`config.mk`:
```
export PLATFORM = sky130hd
export DESIGN_NAME = coverage_run_length_encoder_flat
export DESIGN_NICKNAME = d
export VERILOG_FILES = /design/src/rtl/cre_pkg.sv /design/src/rtl/cre_if.sv /design/src/rtl/cre_alu.sv /design/src/rtl/cre_obuf.sv /design/src/rtl/cre_core.sv /design/src/rtl/coverage_run_length_encoder.sv /design/src/flat_wrapper.sv
export SDC_FILE = /design/constraint.sdc
export NUM_CORES = 1
export LEC_CHECK = 0
export ABC_CLOCK_PERIOD_IN_PS = 13430
export BUFFER_PORTS_ARGS = -buffer_cell sky130_fd_sc_hd__clkbuf_2
export CORE_MARGIN = 2
export CORE_UTILIZATION = 45
export CTS_BUF_LIST = sky130_fd_sc_hd__clkbuf_16
export DETAILED_ROUTE_END_ITERATION = 8
export GPL_TIMING_DRIVEN = 1
export HOLD_SLACK_MARGIN = 0.1
export MAX_ROUTING_LAYER = met4
export PLACE_DENSITY = 0.63
export SLEW_MARGIN = 10
export SYNTH_ARGS = -nofsm -noshare
export SYNTH_HDL_FRONTEND = slang
export SYNTH_SLANG_ARGS = --single-unit
```
`constraint.sdc`:
```
create_clock -name clk -period 13.43 [get_ports clk]
set_clock_uncertainty 0.1 [all_clocks]
set_input_delay 0.6715 -clock clk [delete_from_list [all_inputs] [get_ports clk]]
set_output_delay 0.6715 -clock clk [all_outputs]
set_load 0.03 [all_outputs]
```
`src/rtl/cre_pkg.sv`:
```
// ----------------------------------------------------------------------------
// cre_pkg: shared types and constants of the coverage run-length encoder
// Field widths, item kind and line status codes, the shared unit's operation
// codes and the result word that travels from the sequencer to the output
// register.
// ----------------------------------------------------------------------------
package cre_pkg;

  // Field widths
  localparam int KIND_W   = 2;
  localparam int COV_W    = 9;
  localparam int LEN_W    = 6;
  localparam int BYTE_W   = 8;
  localparam int STAT_W   = 2;
  localparam int LBYTES_W = 12;

  // Defaults of the top-level parameters
  localparam int LINE_WIDTH_DEF     = 1024;
  localparam int MAX_RUN_LENGTH_DEF = 32;

  // Most pixels that one zero/count pair may describe
  localparam int PAIR_MAX = 128;

  // Saturation point of the per-line byte count
  localparam logic [LBYTES_W-1:0] BYTE_COUNT_MAX = '1;

  // Item kinds
  localparam logic [KIND_W-1:0] KIND_BEGIN  = 2'd0;
  localparam logic [KIND_W-1:0] KIND_RUN    = 2'd1;
  localparam logic [KIND_W-1:0] KIND_FINISH = 2'd2;

  // Line status codes
  localparam logic [STAT_W-1:0] STAT_ENCODED = 2'd0;
  localparam logic [STAT_W-1:0] STAT_EMPTY   = 2'd1;
  localparam logic [STAT_W-1:0] STAT_FULL    = 2'd2;

  // Operations of the shared arithmetic unit
  typedef enum logic [1:0] {
    ALU_ADD,      // a + b, flag when above one pair
    ALU_ADD_SAT,  // a + b clamped at the line width, flag when clamped
    ALU_GAP       // line width - a clamped at one pair, flag when it fits
  } alu_op_t;

  // One result word
  typedef struct packed {
    logic [BYTE_W-1:0]   code_byte;
    logic                byte_valid;
    logic [STAT_W-1:0]   line_status;
    logic [LBYTES_W-1:0] line_bytes;
    logic                is_last;
  } cre_out_t;

endpackage

```
`src/rtl/cre_if.sv`:
```
// ----------------------------------------------------------------------------
// cre_if: valid/ready channels of the coverage run-length encoder
// cre_item_if carries input items, cre_result_if carries encoded bytes.
// ----------------------------------------------------------------------------
interface cre_item_if;
  logic                        valid;
  logic                        ready;
  logic [cre_pkg::KIND_W-1:0]  kind;
  logic [cre_pkg::COV_W-1:0]   coverage;
  logic [cre_pkg::LEN_W-1:0]   run_length;

  modport source (output valid, output kind, output coverage, output run_length,
                  input ready);
  modport sink   (input valid, input kind, input coverage, input run_length,
                  output ready);
endinterface

interface cre_result_if;
  logic                         valid;
  logic                         ready;
  logic [cre_pkg::BYTE_W-1:0]   code_byte;
  logic                         byte_valid;
  logic [cre_pkg::STAT_W-1:0]   line_status;
  logic [cre_pkg::LBYTES_W-1:0] line_bytes;
  logic                         is_last;

  modport source (output valid, output code_byte, output byte_valid,
                  output line_status, output line_bytes, output is_last,
                  input ready);
  modport sink   (input valid, input code_byte, input byte_valid,
                  input line_status, input line_bytes, input is_last,
                  output ready);
endinterface

```
`src/rtl/cre_alu.sv`:
```
// ----------------------------------------------------------------------------
// cre_alu: shared add / gap unit of the encoder
// One adder and one subtractor with compare, used by the sequencer for run
// merging, position advance and padding sizes.
// ----------------------------------------------------------------------------
module cre_alu #(
  parameter int W     = 11,
  parameter int LIMIT = cre_pkg::LINE_WIDTH_DEF
) (
  input  cre_pkg::alu_op_t op,
  input  logic [W-1:0]     a,
  input  logic [W-1:0]     b,
  output logic [W-1:0]     res,
  output logic             flag
);

  localparam logic [W:0] LIM  = (W+1)'(LIMIT);
  localparam logic [W:0] PAIR = (W+1)'(cre_pkg::PAIR_MAX);

  logic [W:0] sum;
  logic [W:0] gap;

  assign sum = {1'b0, a} + {1'b0, b};
  assign gap = LIM - {1'b0, a};

  // Select the operation
  always_comb begin
    unique case (op)
      cre_pkg::ALU_ADD: begin
        res  = sum[W-1:0];
        flag = (sum > PAIR);
      end
      cre_pkg::ALU_ADD_SAT: begin
        flag = (sum >= LIM);
        res  = flag ? LIM[W-1:0] : sum[W-1:0];
      end
      cre_pkg::ALU_GAP: begin
        flag = (gap <= PAIR);
        res  = flag ? gap[W-1:0] : PAIR[W-1:0];
      end
      default: begin
        res  = sum[W-1:0];
        flag = 1'b0;
      end
    endcase
  end

endmodule

```
`src/rtl/cre_obuf.sv`:
```
// ----------------------------------------------------------------------------
// cre_obuf: output register of the encoder
// Holds one result word so that the sequencer may run on while the
// downstream side stalls.
// ----------------------------------------------------------------------------
module cre_obuf (
  input  logic              clk,
  input  logic              rst,
  input  logic              push,
  input  cre_pkg::cre_out_t word,
  output logic              push_ready,
  cre_result_if.source      result
);

  logic              full;
  cre_pkg::cre_out_t data;

  assign push_ready = !full || result.ready;

  // Load a word or drop it once taken
  always_ff @(posedge clk) begin
    if (rst) begin
      full <= 1'b0;
    end else if (push && push_ready) begin
      full <= 1'b1;
      data <= word;
    end else if (result.ready) begin
      full <= 1'b0;
    end
  end

  assign result.valid       = full;
  assign result.code_byte   = data.code_byte;
  assign result.byte_valid  = data.byte_valid;
  assign result.line_status = data.line_status;
  assign result.line_bytes  = data.line_bytes;
  assign result.is_last     = data.is_last;

endmodule

```
`src/rtl/cre_core.sv`:
```
// ----------------------------------------------------------------------------
// cre_core: sequencer and line state of the encoder
// Takes one item at a time, drives the shared unit and emits at most one byte a
// cycle towards the output register, holding while that register stalls.
// ----------------------------------------------------------------------------
module cre_core #(
  parameter int LINE_WIDTH     = cre_pkg::LINE_WIDTH_DEF,
  parameter int MAX_RUN_LENGTH = cre_pkg::MAX_RUN_LENGTH_DEF
) (
  input  logic              clk,
  input  logic              rst,
  cre_item_if.sink          item,
  output logic              emit_valid,
  output cre_pkg::cre_out_t emit_word,
  input  logic              emit_ready
);

  localparam int POS_W = $clog2(LINE_WIDTH + 1);
  localparam int ALU_W = (POS_W > cre_pkg::COV_W) ? POS_W : cre_pkg::COV_W;
  localparam int LEN_W = cre_pkg::LEN_W;
  localparam int BW    = cre_pkg::BYTE_W;

  localparam logic [LEN_W-1:0] LEN_MAX   = LEN_W'(MAX_RUN_LENGTH);
  localparam logic [BW-1:0]    PAIR      = BW'(cre_pkg::PAIR_MAX);
  localparam logic [BW-1:0]    FULL_BIAS = BW'(cre_pkg::PAIR_MAX - 1);

  typedef enum logic [3:0] {
    S_IDLE, S_MERGE, S_FLUSH0, S_FLUSH1, S_LIT, S_ADV,
    S_PADCALC, S_PAD0, S_PAD1, S_MARK
  } state_t;

  typedef enum logic [1:0] {
    CLS_EMPTY, CLS_LIT, CLS_FULL
  } cls_t;

  state_t state;

  // Line state
  logic                          open_valid;
  logic                          open_full;
  logic [BW-1:0]                 open_count;
  logic [POS_W-1:0]              pos;
  logic                          pos_end;
  logic                          line_empty;
  logic                          line_full;
  logic [cre_pkg::LBYTES_W-1:0]  bc;

  // Item being worked on
  logic [cre_pkg::KIND_W-1:0]    kind_r;
  cls_t                          cls_r;
  logic [BW-1:0]                 val_r;
  logic [LEN_W-1:0]              len_r;
  logic [LEN_W-1:0]              cnt_r;
  logic [BW-1:0]                 pend_r;
  logic [BW-1:0]                 pad_n;
  logic                          pad_last;
  logic [cre_pkg::STAT_W-1:0]    status_r;

  logic                          fire_in;
  logic                          fire_out;
  logic [LEN_W-1:0]              len_c;
  cls_t                          cls_c;
  logic                          is_full;
  logic                          mergeable;
  logic                          last_flush;
  logic [BW-1:0]                 pair_byte;
  logic [cre_pkg::LBYTES_W-1:0]  bc_inc;
  logic [cre_pkg::STAT_W-1:0]    line_stat;

  cre_pkg::alu_op_t              alu_op;
  logic [ALU_W-1:0]              alu_a;
  logic [ALU_W-1:0]              alu_b;
  logic [ALU_W-1:0]              alu_res;
  logic                          alu_flag;

  cre_alu #(
    .W     (ALU_W),
    .LIMIT (LINE_WIDTH)
  ) u_alu (
    .op   (alu_op),
    .a    (alu_a),
    .b    (alu_b),
    .res  (alu_res),
    .flag (alu_flag)
  );

  assign item.ready = (state == S_IDLE);
  assign fire_in    = item.valid && item.ready;
  assign fire_out   = emit_valid && emit_ready;

  // Clamp the run length and classify the coverage
  assign len_c = (item.run_length > LEN_MAX) ? LEN_MAX : item.run_length;
  always_comb begin
    priority if (item.coverage[cre_pkg::COV_W-1]) begin
      cls_c = CLS_FULL;
    end else if (item.coverage == '0) begin
      cls_c = CLS_EMPTY;
    end else begin
      cls_c = CLS_LIT;
    end
  end

  assign is_full    = (cls_r == CLS_FULL);
  assign mergeable  = open_valid && (open_full == is_full) && (open_count != PAIR);
  assign last_flush = (kind_r == cre_pkg::KIND_FINISH) && pos_end;
  assign pair_byte  = open_full ? BW'(open_count + FULL_BIAS) : BW'(open_count - 1'b1);
  assign bc_inc     = (bc == cre_pkg::BYTE_COUNT_MAX) ? bc : bc + 1'b1;
  assign line_stat  = line_full ? cre_pkg::STAT_FULL : cre_pkg::STAT_ENCODED;

  // Steer the shared unit
  always_comb begin
    unique case (state)
      S_MERGE: begin
        alu_op = cre_pkg::ALU_ADD;
        alu_a  = ALU_W'(open_count);
        alu_b  = ALU_W'(len_r);
      end
      S_PADCALC: begin
        alu_op = cre_pkg::ALU_GAP;
        alu_a  = ALU_W'(pos);
        alu_b  = '0;
      end
      S_PAD1: begin
        alu_op = cre_pkg::ALU_ADD_SAT;
        alu_a  = ALU_W'(pos);
        alu_b  = ALU_W'(pad_n);
      end
      default: begin
        alu_op = cre_pkg::ALU_ADD_SAT;
        alu_a  = ALU_W'(pos);
        alu_b  = ALU_W'(len_r);
      end
    endcase
  end

  // Form the outgoing word
  always_comb begin
    emit_valid = 1'b0;
    emit_word  = '0;
    unique case (state)
      S_FLUSH0, S_PAD0: begin
        emit_valid           = 1'b1;
        emit_word.byte_valid = 1'b1;
      end
      S_FLUSH1: begin
        emit_valid           = 1'b1;
        emit_word.code_byte  = pair_byte;
        emit_word.byte_valid = 1'b1;
        if (last_flush) begin
          emit_word.is_last     = 1'b1;
          emit_word.line_status = line_stat;
          emit_word.line_bytes  = bc_inc;
        end
      end
      S_LIT: begin
        emit_valid           = 1'b1;
        emit_word.code_byte  = val_r;
        emit_word.byte_valid = 1'b1;
      end
      S_PAD1: begin
        emit_valid           = 1'b1;
        emit_word.code_byte  = BW'(pad_n - 1'b1);
        emit_word.byte_valid = 1'b1;
        if (pad_last) begin
          emit_word.is_last     = 1'b1;
          emit_word.line_status = cre_pkg::STAT_ENCODED;
          emit_word.line_bytes  = bc_inc;
        end
      end
      S_MARK: begin
        emit_valid            = 1'b1;
        emit_word.is_last     = 1'b1;
        emit_word.line_status = status_r;
        emit_word.line_bytes  = bc;
      end
      default: begin
        emit_valid = 1'b0;
      end
    endcase
  end

  // Sequencer and line state
  always_ff @(posedge clk) begin
    if (rst) begin
      state      <= S_IDLE;
      open_valid <= 1'b0;
      open_full  <= 1'b0;
      open_count <= '0;
      pos        <= '0;
      pos_end    <= 1'b0;
      line_empty <= 1'b1;
      line_full  <= 1'b1;
      bc         <= '0;
    end else begin
      // Count every byte handed on
      if (fire_out && emit_word.byte_valid) begin
        bc <= bc_inc;
      end

      unique case (state)
        S_IDLE: begin
          if (fire_in) begin
            kind_r <= item.kind;
            cls_r  <= cls_c;
            val_r  <= item.coverage[BW-1:0];
            len_r  <= len_c;
            cnt_r  <= len_c;
            unique case (item.kind)
              cre_pkg::KIND_BEGIN: begin
                // Clear the line and open the leading empty pair
                open_valid <= (len_c != '0);
                open_full  <= 1'b0;
                open_count <= BW'(len_c);
                pos        <= '0;
                pos_end    <= 1'b0;
                line_empty <= 1'b1;
                line_full  <= (len_c == '0);
                bc         <= '0;
                state      <= (len_c != '0) ? S_ADV : S_IDLE;
              end
              cre_pkg::KIND_RUN: begin
                if (len_c != '0) begin
                  if (cls_c != CLS_EMPTY) line_empty <= 1'b0;
                  if (cls_c != CLS_FULL)  line_full  <= 1'b0;
                  if (cls_c == CLS_LIT) begin
                    state <= open_valid ? S_FLUSH0 : S_LIT;
                  end else begin
                    state <= S_MERGE;
                  end
                end
              end
              cre_pkg::KIND_FINISH: begin
                priority if (line_empty) begin
                  status_r <= cre_pkg::STAT_EMPTY;
                  state    <= S_MARK;
                end else if (open_valid) begin
                  state <= S_FLUSH0;
                end else if (pos_end) begin
                  status_r <= line_stat;
                  state    <= S_MARK;
                end else begin
                  state <= S_PADCALC;
                end
              end
              default: begin
                state <= S_IDLE;
              end
            endcase
          end
        end

        S_MERGE: begin
          priority if (mergeable && !alu_flag) begin
            // Whole run fits in the open pair
            open_count <= alu_res[BW-1:0];
            state      <= S_ADV;
          end else if (mergeable) begin
            // Fill the open pair, carry the rest into a new one
            open_count <= PAIR;
            pend_r     <= BW'(alu_res - ALU_W'(cre_pkg::PAIR_MAX));
            state      <= S_FLUSH0;
          end else if (open_valid) begin
            pend_r <= BW'(len_r);
            state  <= S_FLUSH0;
          end else begin
            open_valid <= 1'b1;
            open_full  <= is_full;
            open_count <= BW'(len_r);
            state      <= S_ADV;
          end
        end

        S_FLUSH0: begin
          if (fire_out) state <= S_FLUSH1;
        end

        S_FLUSH1: begin
          if (fire_out) begin
            open_valid <= 1'b0;
            open_count <= '0;
            if (kind_r == cre_pkg::KIND_FINISH) begin
              state <= pos_end ? S_IDLE : S_PADCALC;
            end else if (cls_r == CLS_LIT) begin
              state <= S_LIT;
            end else begin
              open_valid <= 1'b1;
              open_full  <= is_full;
              open_count <= pend_r;
              state      <= S_ADV;
            end
          end
        end

        S_LIT: begin
          if (fire_out) begin
            cnt_r <= cnt_r - 1'b1;
            if (cnt_r == LEN_W'(1)) state <= S_ADV;
          end
        end

        S_ADV: begin
          pos     <= alu_res[POS_W-1:0];
          pos_end <= alu_flag;
          state   <= S_IDLE;
        end

        S_PADCALC: begin
          pad_n    <= alu_res[BW-1:0];
          pad_last <= alu_flag;
          state    <= S_PAD0;
        end

        S_PAD0: begin
          if (fire_out) state <= S_PAD1;
        end

        S_PAD1: begin
          if (fire_out) begin
            line_full <= 1'b0;
            pos       <= alu_res[POS_W-1:0];
            pos_end   <= alu_flag;
            state     <= pad_last ? S_IDLE : S_PADCALC;
          end
        end

        S_MARK: begin
          if (fire_out) state <= S_IDLE;
        end

        default: begin
          state <= S_IDLE;
        end
      endcase
    end
  end

endmodule

```
`src/rtl/coverage_run_length_encoder.sv`:
```
// ----------------------------------------------------------------------------
// coverage_run_length_encoder: scanline coverage to byte-code encoder
// Turns runs of coverage into literal bytes and zero/count pairs, merges
// neighbouring empty or full runs and pads the line on finish.
// ----------------------------------------------------------------------------
//
//   channel  dir  handshake      word
//   item     in   valid/ready    kind, coverage, run_length
//   result   out  valid/ready    code_byte, byte_valid, line_status,
//                                line_bytes, is_last
//
// One item at a time; item.ready is high only while the sequencer idles.
// Begin clears the line and opens a leading empty pair when its run is not
// empty. A coverage run of zero length is dropped; an empty or full run is
// merged into the open pair or closes it, and a literal run goes out byte by
// byte after any open pair is closed. Finish closes the open pair, then pads
// the line with zero/count pairs that the shared unit sizes, or ends on a bare
// marker. A stalled result holds the sequencer.
// Synchronous reset clears the line state at once.
// ----------------------------------------------------------------------------
module coverage_run_length_encoder #(
  parameter int LINE_WIDTH     = cre_pkg::LINE_WIDTH_DEF,
  parameter int MAX_RUN_LENGTH = cre_pkg::MAX_RUN_LENGTH_DEF
) (
  input  logic         clk,
  input  logic         rst,
  cre_item_if.sink     item,
  cre_result_if.source result
);

  logic              emit_valid;
  logic              emit_ready;
  cre_pkg::cre_out_t emit_word;

  cre_core #(
    .LINE_WIDTH     (LINE_WIDTH),
    .MAX_RUN_LENGTH (MAX_RUN_LENGTH)
  ) u_core (
    .clk        (clk),
    .rst        (rst),
    .item       (item),
    .emit_valid (emit_valid),
    .emit_word  (emit_word),
    .emit_ready (emit_ready)
  );

  cre_obuf u_obuf (
    .clk        (clk),
    .rst        (rst),
    .push       (emit_valid),
    .word       (emit_word),
    .push_ready (emit_ready),
    .result     (result)
  );

  // Line summary appears on the last word of a finish only
  a_summary_last: assert property (@(posedge clk) disable iff (rst)
    result.valid && !result.is_last |->
      result.line_status == cre_pkg::STAT_ENCODED && result.line_bytes == '0)
    else $error("line summary on a word that is not last");

  // A bare marker always closes a finish
  a_bare_last: assert property (@(posedge clk) disable iff (rst)
    result.valid && !result.byte_valid |-> result.is_last)
    else $error("bare marker without is_last");

  // The sequencer is still busy in the cycle after it takes a finish
  a_finish_busy: assert property (@(posedge clk) disable iff (rst)
    item.valid && item.ready && item.kind == cre_pkg::KIND_FINISH |=> !item.ready)
    else $error("item accepted straight after a finish");

endmodule
```
`src/flat_wrapper.sv`:
```
// flat-port wrapper written by rule: the top's interface ports become plain ports
module coverage_run_length_encoder_flat 
#(
  parameter int LINE_WIDTH     = cre_pkg::LINE_WIDTH_DEF,
  parameter int MAX_RUN_LENGTH = cre_pkg::MAX_RUN_LENGTH_DEF
)
  (clk, rst, item_valid, item_kind, item_coverage, item_run_length, item_ready, result_valid, result_code_byte, result_byte_valid, result_line_status, result_line_bytes, result_is_last, result_ready);
  cre_item_if item_i ();
  cre_result_if result_i ();
  input  logic clk;
  input  logic rst;
  input wire logic [$bits(item_i.valid)-1:0] item_valid;
  input wire logic [$bits(item_i.kind)-1:0] item_kind;
  input wire logic [$bits(item_i.coverage)-1:0] item_coverage;
  input wire logic [$bits(item_i.run_length)-1:0] item_run_length;
  output wire logic [$bits(item_i.ready)-1:0] item_ready;
  output wire logic [$bits(result_i.valid)-1:0] result_valid;
  output wire logic [$bits(result_i.code_byte)-1:0] result_code_byte;
  output wire logic [$bits(result_i.byte_valid)-1:0] result_byte_valid;
  output wire logic [$bits(result_i.line_status)-1:0] result_line_status;
  output wire logic [$bits(result_i.line_bytes)-1:0] result_line_bytes;
  output wire logic [$bits(result_i.is_last)-1:0] result_is_last;
  input wire logic [$bits(result_i.ready)-1:0] result_ready;
  assign item_i.valid = item_valid;
  assign item_i.kind = item_kind;
  assign item_i.coverage = item_coverage;
  assign item_i.run_length = item_run_length;
  assign item_ready = item_i.ready;
  assign result_valid = result_i.valid;
  assign result_code_byte = result_i.code_byte;
  assign result_byte_valid = result_i.byte_valid;
  assign result_line_status = result_i.line_status;
  assign result_line_bytes = result_i.line_bytes;
  assign result_is_last = result_i.is_last;
  assign result_i.ready = result_ready;
  coverage_run_length_encoder #(.LINE_WIDTH(LINE_WIDTH), .MAX_RUN_LENGTH(MAX_RUN_LENGTH)) u_core (.clk(clk), .rst(rst), .item(item_i), .result(result_i));
endmodule
```
==> impl_metrics.csv <==
group,metric,value,unit
status,status,"finished clean",
timing,slew_viol_final,0,
clocking,cts_buffers,9,
routing,wl_per_cell,19.90,um
clocking,root_buffer,"clkbuf_16",
clocking,cts_max_level,3,
layout,stdcell_count,976,
timing,rsz0062_at_grt,"no",
die,die-area,0.01616,sq mm
timing,setup_violations,0,
yosys,async_flop_share,0,%
clocking,cts_tree,"built",
die,pin_count,47,
timing,hold_viol,0,
layout,area_growth,10.05,%
layout,num_antenna_cells,0,
yosys,synth_edf_count,67,
clocking,clockBufferDepth,2,
yosys,avgSynthCellArea,8.988,sq um
clocking,cts_resized,0,
yosys,yosysSeqAreaShare,41.53,%
timing,maxSlewHeadroom,34.34,%
clocking,postCtsSetupRepairBufs,0,
yosys,synth_most_common_cell,"nand2_1",
power_and_ir_drop,p_per_area,176.7,mW/mm^2
global_route,overflow,0,
timing,timing.fmax,180.6,MHz
hold_path,hold_class,"in2reg",
routing,num_vias,6025,
routing,drtIter0Drc,616,
layout,final_net_count,820,
placed_design,io_buffer_count,46,
clocking,clkLatencyLatePin,0.37,ns
yosys,ys_top_cells_by_area,"edfxtp_1 29%, dfxtp_1 12%, nand2_1 5.0%",
global_route,grt_pass1_wl,30340,um
placed_design,placed_cell_area,0.007179,sq mm
placed_design,gp_congestion,1.062,
setup_path,endpoint_kind,"register",
yosys,synth_ff_type,"edfxtp_1",
timing,worst_slew_pin_slew,0.9760,ns
die,core.rowCount,45,
setup_path,crit_slowest_cell,"dfxtp_1",
setup_path,r2r_slack,7.89,ns
routing,drt-pass1-iter-count,7,
layout,drive_gt1_share,13.45,%
setup_path,path_class,"reg2reg",
clocking,clkTransAtPathRegs,0.08,ns
die,die_w,127.1,um
routing,ant_nets,0,
setup_path,worstPathRequired,13.33,ns
yosys,synth.distinct_cells,86,
yosys,ys_top_cells_by_count,"91 x nand2_1, 67 x edfxtp_1, 65 x nor2_1",
global_route,grt_max_degree,38,
timing,layout_min_cycle_time,5.536,ns
yosys,synthCells,759,
routing,routed_wl,19430,um
clocking,numClockSinks,108,
die,die_y,127.1,um
setup_path,cp-start-kind,"register",
setup_path,arrival,5.43,ns
yosys,yosysTopAreaCellShare,29.49,%
die,start_util,45.38,%
setup_path,max_stage_delay,0.84,ns
setup_path,path_max_fanout,34,
timing,tns,0,ns
run,max_cap_violations,0,
power_and_ir_drop,peakVddDrop,0.08310,mV
power_and_ir_drop,leakage,2.812,nW
routing,drc,0,
yosys,ys_warn_count,0,
yosys,syn_nets,796,
global_route,gr-usage-all-layers,24.83,%
placed_design,dp_hpwl,14450,um
timing,final.period_utilization,41.22,%
yosys,syn-cell-area,0.006822,sq mm
global_route,antenna_found_initial,0,
yosys,synth-seq-cells,108,
placed_design,dp_cells,960,
clocking,postCtsHoldBufs,0,
global_route,grt_pass1_vias,5559,
setup_path,cp_cell_sequence,"or4b_1, buf_4, mux2i_1, inv_1, ha_1, or2_2, nand2_1, a2111oi_1, nor2_4, o21ai_0, xor2_1, a21oi_1, and3_1, a211oi_2",
yosys,yosysTopAreaCell,"edfxtp_1",
layout,final_area,0.007507,sq mm
die,core_area,0.01503,sq mm
routing,vias_per_cell,6.173,
power breakdown:
group | internal, W | switching (W)
Combinational | 0.000198 | 0.000369
Clock | 0.000164 | 0.000125
Sequential | 0.000412 | 0.0000582
registers in the layout (all words and copies together), names as in the netlist, 2 cells and up:
register,cells
u_core.u_core.bc,12
u_core.u_obuf.result.line_bytes,12
u_core.u_core.pos,11
u_core.u_core.open_count,8
u_core.u_core.pad_n,8
u_core.u_core.pend_r,8
u_core.u_core.val_r,8
u_core.u_obuf.result.code_byte,8
u_core.u_core.cnt_r,6
u_core.u_core.len_r,6
u_core.u_core.state,4
u_core.u_core.cls_r,2
u_core.u_core.kind_r,2
u_core.u_core.status_r,2
u_core.u_obuf.result.line_status,2
path summary, 6_finish.rpt:
kind | start | endpoint | cells past startpoint
hold / removal | item_coverage[5] | u_core.u_core.val_r[5] | 1
hold reg to reg | u_core.u_core.pos[7] | u_core.u_core.pos[7] | 2
setup reg to reg | u_core.u_core.state[0] | u_core.u_core.pend_r[4] | 14
setup / recovery | u_core.u_core.state[0] | u_core.u_core.pend_r[4] | 14
placed cells by master, fill, tap and decap left out, drive strengths merged, types with 7 or more instances in the layout:
| cell type | instances |
|---|---|
| dfxtp | 41 |
| o21ai | 68 |
| a21oi | 50 |
| nand2 | 91 |
| ha | 15 |
| and2 | 11 |
| a311oi | 7 |
| nor4 | 10 |
| xor2 | 20 |
| xnor2 | 15 |
| o22ai | 12 |
| mux2 | 8 |
| nor2b | 14 |
| nand3 | 19 |
| nor2 | 67 |
| clkbuf | 55 |
| a22oi | 21 |
| inv | 27 |
| and3 | 19 |
| nor3 | 22 |
| edfxtp | 67 |
| buf | 9 |
layer usage:
metal	track usage [%]	vias up	share of wire, %
met4	6.658	0	1.7
met3	3.601	23	6.9
met5	-	-	0
met1	35.46	2892	46
met2	37.16	235	45
li1	-	2875	-
metrics by stage:
stage          utilization (%)  power (W)  hold WS, ns  worst slack, ns
2_1_floorplan                -  0.0008843       0.3629            8.415
3_3_place_gp             47.76   0.001021       0.3821            7.860
3_5_place_dp             47.76   0.001029       0.4050            7.593
4_1_cts                  49.90   0.001320       0.3981            7.583
5_1_grt                  49.94   0.001396       0.4128            7.509
6_report                 49.94   0.001326       0.4101            7.894
final cells by class:
| type | count | area [sq um] |
|---|---|---|
| repair buffers | 55 | 297.8 |
| fillers | 1359 | 7526 |
| clock inverters | 7 | 97.59 |
| well taps | 188 | 235.2 |
| multi-input cells | 585 | 3729 |
| inverters | 24 | 90.09 |
| clock buffers | 9 | 225.2 |
| flip-flops and latches | 108 | 2833 |
critical path: cells and delay by family, from the launching register on:
family,cells,cell delay (ns)
AO/OA/AOI/OAI,4,1.60
XOR/XNOR,1,0.36
adder cells (fa/ha/maj),1,0.40
buffers and inverters,2,0.42
flip-flops,1,0.84
multiplexers,1,0.38
AND/OR/NAND/NOR,5,1.04
cell families after synthesis:
kind of cell | synth area share [%]
and+or+nand+nor | 21.64
AOI/OAI and AO/OA | 22.67
muxes | 2.439
buffers and inverters | 3.962
DFF | 41.53
adders and majority gates | 3.045
xor gates and xnor gates | 4.714
Power figures use the tool's default switching activity.
